--- src/hw/rtl/rthist_pkg.sv ---
// Package for the response time histogram block: widths, limits and defaults.
// No dependencies.
package rthist_pkg;
  localparam int TIME_W   = 16;
  localparam int CNT_W    = 20;
  localparam int Q_W      = 20;
  localparam int HIT_W    = 16;
  localparam int OVS_W    = 40;
  localparam int DVS_W    = 21;
  localparam int NUM_HIST = 3;

  localparam logic [CNT_W-1:0] CNT_MAX = {CNT_W{1'b1}};
  localparam logic [Q_W-1:0]   Q_MAX   = {Q_W{1'b1}};

  localparam int DEF_BIN_WIDTH_MS = 20;
  localparam int DEF_BIN_COUNT    = 251;
endpackage

--- src/hw/rtl/rthist_sqrt.sv ---
// Integer square root, one root bit per cycle (floor).
// Depends on rthist_pkg.
module rthist_sqrt import rthist_pkg::*; #(
  parameter int SW = 80
) (
  input  logic            clk,
  input  logic            rst,
  input  logic            start,
  input  logic [SW-1:0]   value,
  output logic            done,
  output logic [SW/2-1:0] root
);
  localparam int RW = SW / 2;
  localparam int KW = $clog2(RW + 1);

  logic [SW-1:0]   v;
  logic [RW+1:0]   rem;
  logic [KW-1:0]   k;
  logic            busy;
  logic [RW+3:0]   r2;
  logic [RW+3:0]   trial;

  assign r2    = {rem, v[SW-1:SW-2]};
  assign trial = {2'b00, root, 2'b01};

  always_ff @(posedge clk) begin
    done <= 1'b0;
    if (rst) begin
      busy <= 1'b0;
      k    <= '0;
    end else if (start) begin
      v    <= value;
      rem  <= '0;
      root <= '0;
      k    <= KW'(RW);
      busy <= 1'b1;
    end else if (busy) begin
      if (r2 >= trial) begin
        rem  <= (RW+2)'(r2 - trial);
        root <= {root[RW-2:0], 1'b1};
      end else begin
        rem  <= r2[RW+1:0];
        root <= {root[RW-2:0], 1'b0};
      end
      v <= {v[SW-3:0], 2'b00};
      k <= k - 1'b1;
      if (k == KW'(1)) begin
        busy <= 1'b0;
        done <= 1'b1;
      end
    end
  end
endmodule
--- config.mk ---
export PLATFORM = sky130hd
export DESIGN_NAME = rthist_sqrt
export DESIGN_NICKNAME = d
export VERILOG_FILES = /design/src/hw/rtl/rthist_pkg.sv /design/src/hw/rtl/rthist_sqrt.sv
export SDC_FILE = /design/constraint.sdc
export NUM_CORES = 1
export LEC_CHECK = 0
export BUFFER_PORTS_ARGS = -buffer_cell sky130_fd_sc_hd__buf_2
export CAP_MARGIN = 20
export CORE_MARGIN = 4
export CORE_UTILIZATION = 53
export CTS_CLUSTER_SIZE = 28
export DETAILED_ROUTE_END_ITERATION = 16
export PLACE_DENSITY = 0.8
export SLEW_MARGIN = 20
export SYNTH_ARGS = -nofsm -noshare
export SYNTH_HDL_FRONTEND = slang
export SYNTH_SLANG_ARGS = --single-unit
export TNS_END_PERCENT = 10
--- constraint.sdc ---
create_clock -name clk -period 7.8 [get_ports clk]
set_input_delay 0 -clock clk [delete_from_list [all_inputs] [get_ports clk]]
set_output_delay 0 -clock clk [all_outputs]
set_load 0.05 [all_outputs]
==> summary.md <==
| Metric | Value |
|---|---|
| Layout area overhead | 22.1% |
| CTS-repair resized insts | 0 |
| Clock share of power | 33.2% |
| Layout Utilization | 66.0% |
| Nets | 1199 |
| Total CTS buffers | 17 |
| Post-route ant nets | 0 |
| Finished Layout Cells | 1314 |
| Routed via count | 7648 |
| Die ar. | 0.0206 mm^2 |
| Critical path class | flop to flop |
| Die W | 144 um |
| ANT cells | 0 |
| Die Ht | 144 um |
| Core ar. | 0.0180 mm^2 |
| CP Data Required Time | 7.96 ns |
| Via count normalized by instance count | 5.82 |
| Number of synthesized register bits | 170 |
| Vias in the first global route | 7732 |
| Worst skew pair latency | 0.43 ns |
| Most frequent cell after synthesis | edfxtp_1 |
| Row cnt | 49 |
| Post-CTS Setup Bufs | 0 |
| Pwr per Cell Area | 222 mW/mm^2 |
| Slowest cell on the critical path | and2_2 |
| Internal Pwr Total | 1840 uW |
| Total iterations of the first detailed-routing run | 7 |
| Slowest cell delay on critical path | 0.79 ns |
| WL/cell | 18.1 um |
| Net count after synthesis | 1018 |
| Global-route wire length before repair | 39400 um |
| Total track usage | 23.9% |
| WL final | 23800 um |
| Mapped Area | 0.00974 mm^2 |
| DP HPWL | 14300 um |
| Largest cells by area after synthesis | edfxtp_1 (50%), mux2_2 (9.1%), ha_1 (5.6%) |
| Seq/Total Area, Yosys | 51.6% |
| Reg power frac | 42.5% |
| Cell taking the most area after synthesis | edfxtp_1 |
| Final GP Congestion | 0.901 |
| Status | finished, final reports clean |
| Worst vdd ir | 0.164 mV |
| Starting density of the core | 54.1% |
| Grt ovf | 0 |
| Cts hold-fix bufs | 81 |
| Startpoint Class | flop |
| CTS sink count | 170 |
| YS warnings | 0 |
| Synth Flop Type | edfxtp_1 |
| Placed instance count | 1200 |
| H-tree levels | 4 |
| Iter 0 DRT Violations | 618 |
| Port Buf Inserts | 123 |
| Crit. End Element | flop |
| CP Max Fanout | 43 |
| Cells after Synth | 891 |
| Final period util | 45.3% |
| Setup TNS | 0 ns |
| Fin crit period | 3.54 ns |
| Tot Pwr | 2650 uW |
| Slew margin rel. | 39.7% |
| Max Cap Viol | 0 |
| Antenna violations before repair | 0 |
| Max-slew violation count | 0 |
| Post-synthesis async set-or-reset flop share | 0% |
| Mean Syn Cell Area | 10.9 um^2 |
| Switching pwr | 811 uW |
| Fin. Hold Viols | 0 |
| # fillers | 1334 |
| Number of synthesized flops with an enable pin | 162 |
| Skew final | 0.0121 ns |
| CTS root buffer | clkbuf_16 |
| RSZ-0062 raised after global routing | no |
| Final setup fails | 0 |
| Residual DRC | 0 |
| Yosys cell types | 66 |
| Crit path DAT | 3.70 ns |
| Static leakage | 0.00471 uW |
| Placed cell area | 0.0105 mm^2 |
| Share of cells above drive strength 1 | 23.3% |
| Sw frac | 30.7% |
| Synth top area share | 49.9% |
| Post-synth top cells | edfxtp_1 (162), nor2_1 (82), mux2_2 (79), nand2_1 (76), a21oi_1 (66) |
| Largest net degree at the start of global routing | 128 |
| CTS tree | built |
| Peak Freq | 283 MHz |
| Clock transition at path regs | 0.07 ns |
| Part of the power in combinational logic | 24.3% |
| IO Pins | 124 |
| Worst Tran Pin Value | 0.904 ns |
| CTS Buffer Depth | 2 |
| Finished Cell Area | 0.0119 mm^2 |
| Critical path, cell by cell | ha_1 > a21oi_1 > o21bai_1 > a311oi_1 > nor3_1 > o31ai_2 > and2_2 > or4_1 > o311ai_1 |
| Hold Path Class | input port to flop |
==> layout make-up <==
class	count	area, um^2	share of cell area [%]
clock inverters	13	161	1.36
flip-flops and latches	170	5020	42.2
multi-input cells	617	4280	36.0
well taps	229	287	2.41
repair buffers	209	1500	12.6
inverters	57	214	1.80
clock buffers	19	433	3.64
==> placed cells by master, fill, tap and decap left out, types with 10 or more instances in the layout <==
master	synthesis	routed
buf_2	10	122
nor3_1	23	23
a21o_1	15	15
inv_1	57	57
o21ai_0	27	27
dlygate4sd3_1	0	81
nand4_1	17	17
clkbuf_16	0	17
nand2_1	76	76
a21oi_1	66	66
nand3_1	20	20
o21a_1	10	10
nand2b_1	15	15
edfxtp_1	162	162
ha_1	44	44
mux2_2	79	79
nor2_1	82	81
xnor2_1	19	19
==> state kept, by name, summed over array words and instances, names as in the netlist <==
register  flops
rem          42
v            80
root         40
busy          1
done          1
k             6
==> layer usage <==
| layer | global-route usage (%) | up-vias | wire, um |
|---|---|---|---|
| li1 | - | 3651 | - |
| met1 | 31.9 | 3626 | 9930 |
| met2 | 39.9 | 340 | 11700 |
| met3 | 6.09 | 31 | 1790 |
| met4 | 5.20 | 0 | 328 |
| met5 | 0 | - | 0 |
==> kinds of logic after synthesis <==
group | after synthesis | share of synthesized area, %
adder cells (fa/ha/maj) | 44 | 5.65
AO/OA/AOI/OAI | 185 | 12.6
XOR/XNOR | 23 | 2.07
flip-flops | 170 | 51.6
buffers and inverters | 104 | 4.60
AND/OR/NAND/NOR | 284 | 14.1
multiplexers | 81 | 9.33
==> power by group through the flow <==
stage               logic, uW  registers, uW  clock network, uW
floorplan                 427           1180                  0
finish                    642           1120                880
CTS                       628           1120                880
detailed placement        592           1140                  0
global placement          579           1140                  0
global route              710           1130                925
==> through the flow <==
step                      hold WS, ns  setup WS, ns
after floorplan                 0.204          2.44
after global placement          0.283          4.40
after detailed placement        0.289          4.34
after CTS                      0.0147          4.29
after global routing           0.0512          3.94
final                          0.0266          4.26
==> critical path, delay by kind of cell, from the launching register on <==
| family | cells | cell delay, ns |
|---|---|---|
| AO/OA/AOI/OAI | 5 | 1.35 |
| adder cells (fa/ha/maj) | 1 | 0.33 |
| AND/OR/NAND/NOR | 3 | 1.15 |
| flip-flops | 1 | 0.40 |
==> worst paths after layout <==
kind | endpoint | slack [ns] | startpoint | depth (start not counted)
worst max register to register | rem[14] | 4.26 | rem[7] | 9
worst max-delay path | rem[14] | 4.26 | rem[7] | 9
worst min-delay path | root[20] | 0.03 | start | 2
worst min register to register | k[1] | 0.53 | k[1] | 2
Note: power is estimated with default switching activity, not from simulation.
