### src/hw/rtl/rthist_pkg.sv
// Package for the response time histogram block: widths, limits and defaults.
// No dependencies.
package rthist_pkg;
  localparam int TIME_W   = 16;
  localparam int CNT_W    = 20;
  localparam int Q_W      = 20;
  localparam int HIT_W    = 16;
  localparam int OVS_W    = 40;
  localparam int DVS_W    = 21;
  localparam int NUM_HIST = 3;

  localparam logic [CNT_W-1:0] CNT_MAX = {CNT_W{1'b1}};
  localparam logic [Q_W-1:0]   Q_MAX   = {Q_W{1'b1}};

  localparam int DEF_BIN_WIDTH_MS = 20;
  localparam int DEF_BIN_COUNT    = 251;
endpackage

### src/hw/rtl/rthist_div.sv
// Restoring divider, one quotient bit per cycle.
// Depends on rthist_pkg.
module rthist_div import rthist_pkg::*; #(
  parameter int NW = 80
) (
  input  logic             clk,
  input  logic             rst,
  input  logic             start,
  input  logic [NW-1:0]    dividend,
  input  logic [DVS_W-1:0] divisor,
  output logic             done,
  output logic [NW-1:0]    quotient
);
  localparam int KW = $clog2(NW + 1);

  logic [DVS_W-1:0] rem;
  logic [DVS_W-1:0] dvs;
  logic [KW-1:0]    k;
  logic             busy;
  logic [DVS_W:0]   tr;

  assign tr = {rem, quotient[NW-1]};

  always_ff @(posedge clk) begin
    done <= 1'b0;
    if (rst) begin
      busy <= 1'b0;
      k    <= '0;
    end else if (start) begin
      quotient <= dividend;
      dvs      <= divisor;
      rem      <= '0;
      k        <= KW'(NW);
      busy     <= 1'b1;
    end else if (busy) begin
      if (tr >= {1'b0, dvs}) begin
        rem      <= DVS_W'(tr - {1'b0, dvs});
        quotient <= {quotient[NW-2:0], 1'b1};
      end else begin
        rem      <= tr[DVS_W-1:0];
        quotient <= {quotient[NW-2:0], 1'b0};
      end
      k <= k - 1'b1;
      if (k == KW'(1)) begin
        busy <= 1'b0;
        done <= 1'b1;
      end
    end
  end
endmodule

### config.mk
export PLATFORM = sky130hd
export DESIGN_NAME = rthist_div
export DESIGN_NICKNAME = d
export VERILOG_FILES = /design/src/hw/rtl/rthist_pkg.sv /design/src/hw/rtl/rthist_div.sv
export SDC_FILE = /design/constraint.sdc
export NUM_CORES = 1
export LEC_CHECK = 0
export ABC_CLOCK_PERIOD_IN_PS = 16340
export BUFFER_PORTS_ARGS = -buffer_cell sky130_fd_sc_hd__buf_2
export CAP_MARGIN = 20
export CORE_MARGIN = 4
export CORE_UTILIZATION = 45
export CTS_CLUSTER_DIAMETER = 80
export DETAILED_ROUTE_END_ITERATION = 8
export GPL_ROUTABILITY_DRIVEN = 1
export HOLD_SLACK_MARGIN = 0.15
export PLACE_DENSITY = 0.7
export SLEW_MARGIN = 20
export SYNTH_ARGS = -nofsm -noshare
export SYNTH_HDL_FRONTEND = slang
export SYNTH_SLANG_ARGS = --single-unit
export TNS_END_PERCENT = 5
### constraint.sdc
create_clock -name clk -period 16.34 [get_ports clk]
set_clock_uncertainty 0.05 [all_clocks]
set_input_delay 0.817 -clock clk [delete_from_list [all_inputs] [get_ports clk]]
set_output_delay 0.817 -clock clk [all_outputs]
set_load 0.02 [all_outputs]
==> results of run 1 <==
==> worst reg2reg max path, stage by stage (launching register included) <==
cell	delay (ns)
edfxtp_1	0.38
inv_1	0.09
ha_1	0.17
inv_1	0.06
fa_1	0.42
a21oi_1	0.17
nor3b_1	0.08
o2111ai_1	0.17
a21oi_1	0.12
a2111oi_4	0.79
buf_4	0.40
mux2i_1	0.22
nor2_1	0.06
==> worst paths after layout <==
kind,startpoint,end,slack (ns),cells past startpoint
min,k[1],k[1],0.48,2
min reg2reg,k[1],k[1],0.48,2
max,quotient[79],rem[12],12.89,12
max reg2reg,quotient[79],rem[12],12.89,12
==> layout make-up <==
| cell class | count | area (sq um) | share of cell area [%] |
|---|---|---|---|
| clock buffers | 18 | 429.2 | 5.159 |
| inverters | 30 | 112.6 | 1.354 |
| diodes | 1 | 2.502 | 0.03008 |
| well taps | 184 | 230.2 | 2.767 |
| multi-input cells | 313 | 2535 | 30.47 |
| repair buffers | 189 | 960.9 | 11.55 |
| clock inverters | 12 | 205.2 | 2.467 |
| flip-flops and latches | 131 | 3844 | 46.20 |
==> registers in the layout, indices dropped and copies added (netlist names) <==
signal and count:
busy 1, done 1, dvs 21, k 7, quotient 80, rem 21
==> cell families after synthesis <==
logic type / share of synthesized area (%)
buf+inv: 3.872
compound gates: 7.934
flops: 58.03
mux: 15.70
xor+xnor: 2.777
simple gates: 7.046
fa+ha+maj: 4.647
==> where the power goes <==
| group | switching, W | internal (W) | leakage (nW) |
|---|---|---|---|
| combinational | 0.000104 | 0.0000775 | 1.89 |
| clock | 0.000142 | 0.000270 | 0.303 |
| sequential | 0.0000135 | 0.000400 | 1.24 |
==> through the flow <==
step | hold WS (ns) | worst slack (ns) | utilization, % | std cells | power (W)
4_1_cts | 0.4807 | 12.87 | 57.44 | 877 | 0.001016
6_report | 0.4830 | 12.89 | 57.46 | 878 | 0.001007
3_5_place_dp | 0.4575 | 12.88 | 53.06 | 847 | 0.0006009
3_3_place_gp | 0.4332 | 12.97 | 53.06 | 847 | 0.0005961
2_1_floorplan | 0.4185 | 9.386 | - | 497 | 0.0005555
5_1_grt | 0.5016 | 12.53 | 57.44 | 877 | 0.001052
==> synthesized netlist by cell type (all sizes together) (3+ instances only) <==
cell	n
edfxtp	122
mux2	79
nor2	32
a21oi	31
inv	29
nand2	27
ha	23
mux2i	15
clkbuf	13
o21ai	12
xnor2	11
buf	10
xor2	10
dfxtp	9
nand3	8
nor3	6
a211oi	5
and3	5
nand4	5
o211ai	4
a21o	3
a31oi	3
a41oi	3
nand3b	3
==> layer usage <==
| layer | up-vias | track usage (%) | routed length (microns) |
|---|---|---|---|
| met5 | - | 0 | 47 |
| met1 | 2247 | 22.53 | 6271 |
| met3 | 16 | 8.368 | 1253 |
| met2 | 152 | 32.68 | 7785 |
| li1 | 2230 | - | - |
| met4 | 6 | 5.374 | 149 |
==> results.toml, run 1 <==
[outcome]
outcome = "complete, no violations"

[synth]
syn_nets = 625
syn_inst = 497
avgSynthCellArea_sq_um = 13.33
yosysWarnings = 0
seq_area_frac_synth_pct = 58.03
ys_types = 51
synth-seq-cells = 131
yosysTopAreaCellShare_pct = 55.31
synthArstFlopShare_pct = 0
netlist_top_cells_area = "edfxtp_1 55%, mux2_2 13%, ha_1 4.3%, dfxtp_1 2.7%, a21oi_1 2.3%"
synth_edf_count = 122
post-synth-top-area-cell = "edfxtp_1"
synth_flop_cell = "edfxtp_1"
syn_area_sq_um = 6624

[timing]
maxSlewHeadroom_pct = 33.45
fin_crit_sh_pct = 21.14
finalSetupViolations = 0
hold_viol_final = 0
setup_tns_ns = 0
tightest_slew_ns = 0.9982
rsz0062_at_grt = "no"
min_period_ns = 3.454
fmax_mhz = 289.5
drv_slew = 0

[detailed_routing]
vias_per_cell = 5.297
wl_per_cell_microns = 17.66
wl_microns = 15510
detail-route-antenna-nets = 0
drcViolationCount = 0
first_pass_iters = 4
vias = 4651
drt_iter0_markers = 362

[setup_path]
start_kind = "flip-flop"
required_ns = 16.42
path_buf_inv = 3
cp_slowest_cell = "a2111oi_4"
setup.worst_path.class = "flip-flop to flip-flop"
crit_path_cell_trace = "inv_1 -> ha_1 -> inv_1 -> fa_1 -> a21oi_1 -> nor3b_1 -> o2111ai_1 -> a21oi_1 -> a2111oi_4 -> buf_4 -> mux2i_1 -> nor2_1"
path_delay_family = "compound AO/OA/AOI/OAI gates"
arrival_ns = 3.54
cp-end-kind = "flip-flop"
critPathMaxStageDelay_ns = 0.79
critPathMaxFanout = 16

[place]
portBuffers = 184
globalplace.congestion = 0.8574
placed_cell_area_sq_um = 7682
dp_hpwl_microns = 11270

[power]
power_density_nw_per_um2 = 121.0
leakagePower_nw = 3.428
ir_drop_mv = 0.08840

[final_layout]
nFillCells = 1196
fin_nets = 810
layout_commonest_cell = "buf_2"
final_cell_area_sq_um = 8319
area_growth_pct = 25.60
drive_gt1_share_pct = 44.16
layout_common_cells = "183 x buf_2, 122 x edfxtp_1, 79 x mux2_2"

[floorplanning]
start_util_pct = 45.75
core-area_sq_um = 14480
pin_count = 185
num_rows = 44
die_x_microns = 129.3
dieArea_sq_um = 16730
die_h_microns = 129.3

[job]
maxCapViolations = 0

[global_routing]
grt_usage_pct = 19.33
grt_max_degree = 66
grt_pass1_vias = 4937
grt_pass1_wl_microns = 24870
antenna_found_initial = 3
gr-total-overflow = 0

[cts]
postCtsSetupRepairBufs = 0
cts_resized = 0
clockBufferDepth = 2
clock_latency_ns = 0.41
clock-sinks = 131
cts-root-buf = "clkbuf_16"
cts_tree = "built"
numCtsBuffers = 17
cts_hold_buf = 0
path_clk_slew_ns = 0.06
cts_htree_levels = 4

[worst_hold_path]
hold_class = "flip-flop to flip-flop"
No activity file was read; power rests on OpenSTA's default activity.
==> run 2: changes to the inputs <==
--- a/config.mk
+++ b/config.mk
@@ -5,7 +5,8 @@
 export SDC_FILE = /design/constraint.sdc
 export NUM_CORES = 1
 export LEC_CHECK = 0
-export ABC_CLOCK_PERIOD_IN_PS = 16340
+export ABC_AREA = 1
+export ABC_CLOCK_PERIOD_IN_PS = 3550
 export BUFFER_PORTS_ARGS = -buffer_cell sky130_fd_sc_hd__buf_2
 export CAP_MARGIN = 20
 export CORE_MARGIN = 4
==> constraint.sdc (replaced) <==
create_clock -name clk -period 3.55 [get_ports clk]
set_clock_uncertainty 0.05 [all_clocks]
set_input_delay 0.1775 -clock clk [delete_from_list [all_inputs] [get_ports clk]]
set_output_delay 0.1775 -clock clk [all_outputs]
set_load 0.02 [all_outputs]
==> results.toml, run 2 <==
[global_routing]
met3_usage_pct = 7.072
met1_usage_pct = 25.62
grt_pass1_vias = 6311
antenna_found_initial = 0
top_usage_layer = "met2"
gr-total-overflow = 0
grt_usage_pct = 21.84
met2_usage_pct = 36.90
grt_max_degree = 103
grt_pass1_wl_microns = 30840

[timing]
hold_viol_final = 0
fmax_mhz = 417.3
tightest_slew_ns = 1.078
maxSlewHeadroom_pct = 28.11
drv_slew = 0
setup_tns_ns = 0
min_period_ns = 2.397
fin_crit_sh_pct = 67.51
rsz0062_at_grt = "no"
finalSetupViolations = 0

[setup_path]
cp_slowest_cell = "fa_1"
start_kind = "flip-flop"
critPathMaxStageDelay_ns = 0.44
path_delay_family = "simple AND/OR/NAND/NOR gates"
critPathMaxFanout = 28
cp_num_cells = 14
cp_common_cell = "nand2_1"
path_buf_inv = 3
rrSetupSlack_ns = 1.15
setup.worst_path.class = "flip-flop to flip-flop"
worstRegToRegCells = 14
crit_path_cell_trace = "inv_1 -> ha_1 -> inv_1 -> fa_1 -> nand2_1 -> nand3_1 -> nand2_1 -> nand2_2 -> nand2_4 -> nand2_8 -> nand2_1 -> nand2_1 -> nand2_1 -> inv_1"
required_ns = 3.68
arrival_ns = 2.53
cp-end-kind = "flip-flop"

[cts]
path_clk_slew_ns = 0.06
cts_htree_levels = 4
cts_resized = 0
cts_tree = "built"
postCtsSetupRepairBufs = 0
clockBufferDepth = 2
cts-root-buf = "clkbuf_16"
numCtsBuffers = 17
cts_hold_buf = 102
clock-sinks = 131
clock_latency_ns = 0.42

[floorplanning]
pin_count = 185
num_rows = 45
dieArea_sq_um = 17610
start_util_pct = 46.03
die_x_microns = 132.7
die_h_microns = 132.7
core-area_sq_um = 15200

[synth]
synth_commonest_cells = "368 x nand2_1, 122 x edfxtp_1, 83 x inv_1"
synth_edf_count = 122
yosys.area_share.simple_pct = 29.20
syn_nets = 946
muxShareOfSynthArea_pct = 0
synth-seq-cells = 131
yosysWarnings = 0
synthAdderAreaFrac_pct = 4.398
syn_inst = 818
synth-compound-area-share_pct = 3.433
syn_area_sq_um = 6998
netlist_top_cells_area = "edfxtp_1 52%, nand2_1 20%, inv_1 4.5%, ha_1 4.1%, nor2_1 3.4%"
yosysMostFrequentCell = "nand2_1"
synth_top_family_by_area = "simple AND/OR/NAND/NOR gates"
synth-xor-area-share_pct = 1.252
synthArstFlopShare_pct = 0
yosysTopAreaCellShare_pct = 52.35
synth_flop_cell = "edfxtp_1"
seq_area_frac_synth_pct = 54.93
ys_types = 40
post-synth-top-area-cell = "edfxtp_1"
avgSynthCellArea_sq_um = 8.555

[detailed_routing]
wl_microns = 18970
drcViolationCount = 0
first_pass_iters = 5
vias_per_cell = 4.829
vias = 6297
detail-route-antenna-nets = 0
wl_per_cell_microns = 14.55
drt_iter0_markers = 406

[outcome]
outcome = "complete, no violations"

[place]
portBuffers = 184
placed_cell_area_sq_um = 8070
globalplace.congestion = 0.8755
dp_hpwl_microns = 12270

[worst_hold_path]
whs_path_depth = 4
hold_class = "input port to flip-flop"

[final_layout]
layout_commonest_cell = "nand2_1"
drive_gt1_share_pct = 23.12
fin_nets = 1232
largest_reg_flops = 80
seq_area_sq_um = 3844
area_growth_pct = 37.62
n_antenna_cell = 0
multi_input_area_sq_um = 2689
final_cell_area_sq_um = 9630
nFillCells = 1236
top_register = "quotient"
reg_top3 = "quotient: 80 flops, dvs: 21 flops, rem: 21 flops"
layout_common_cells = "367 x nand2_1, 184 x buf_2, 122 x edfxtp_1"

[power]
leakagePower_nw = 4.733
ir_drop_mv = 0.3487
power_density_nw_per_um2 = 497.7

[job]
maxCapViolations = 0
-- run 2: layer usage --
metal	part of all wire, %	vias to the layer above
met5	0	-
met4	2.9	0
met3	7.2	43
met2	49	235
met1	41	2851
li1	-	3168
-- run 2: worst reg2reg max path, stage by stage, from the launching register on --
cell	delay [ns]
edfxtp_1	0.40
inv_1	0.07
ha_1	0.13
inv_1	0.08
fa_1	0.45
nand2_1	0.10
nand3_1	0.10
nand2_1	0.12
nand2_2	0.08
nand2_4	0.10
nand2_8	0.15
nand2_1	0.15
nand2_1	0.07
nand2_1	0.06
inv_1	0.04
-- run 2: worst paths after layout --
| path | to | startpoint |
|---|---|---|
| max | rem[20] | quotient[79] |
| min | dvs[2] | start |
| max reg2reg | rem[20] | quotient[79] |
| min reg2reg | done | k[6] |
-- run 2: final cells by class --
| cell class | count | share of cell area (%) |
|---|---|---|
| multi-input cells | 575 | 27.92 |
| well taps | 188 | 2.443 |
| clock buffers | 17 | 4.417 |
| clock inverters | 14 | 1.182 |
| repair buffers | 290 | 20.61 |
| inverters | 89 | 3.521 |
| flip-flops and latches | 131 | 39.91 |
-- run 2: logic make-up (layout without fill, tap and decap cells) --
| family | Yosys count | after routing |
|---|---|---|
| compound gates | 43 | 43 |
| xor+xnor | 10 | 10 |
| fa+ha+maj | 24 | 24 |
| buf+inv | 112 | 410 |
| flops | 131 | 131 |
| simple gates | 498 | 498 |
-- run 2: stage by stage --
step                setup WS (ns)  power, W  utilization (%)  instances  hold slack, ns
floorplan                  0.2801  0.002805                -        818          0.1966
global placement            1.238  0.003080            53.09       1171          0.3049
detailed placement          1.164  0.003089            53.09       1171          0.3058
CTS                         1.144  0.004810            63.35       1304          0.3187
global route               0.9172  0.005039            63.35       1304          0.3513
finish                      1.153  0.004793            63.35       1304          0.3285
-- run 2: where the power goes --
part           switching (W)  internal (W)
logic               0.000742      0.000452
clock network       0.000679      0.000951
registers          0.0000834       0.00189
total                0.00150       0.00329
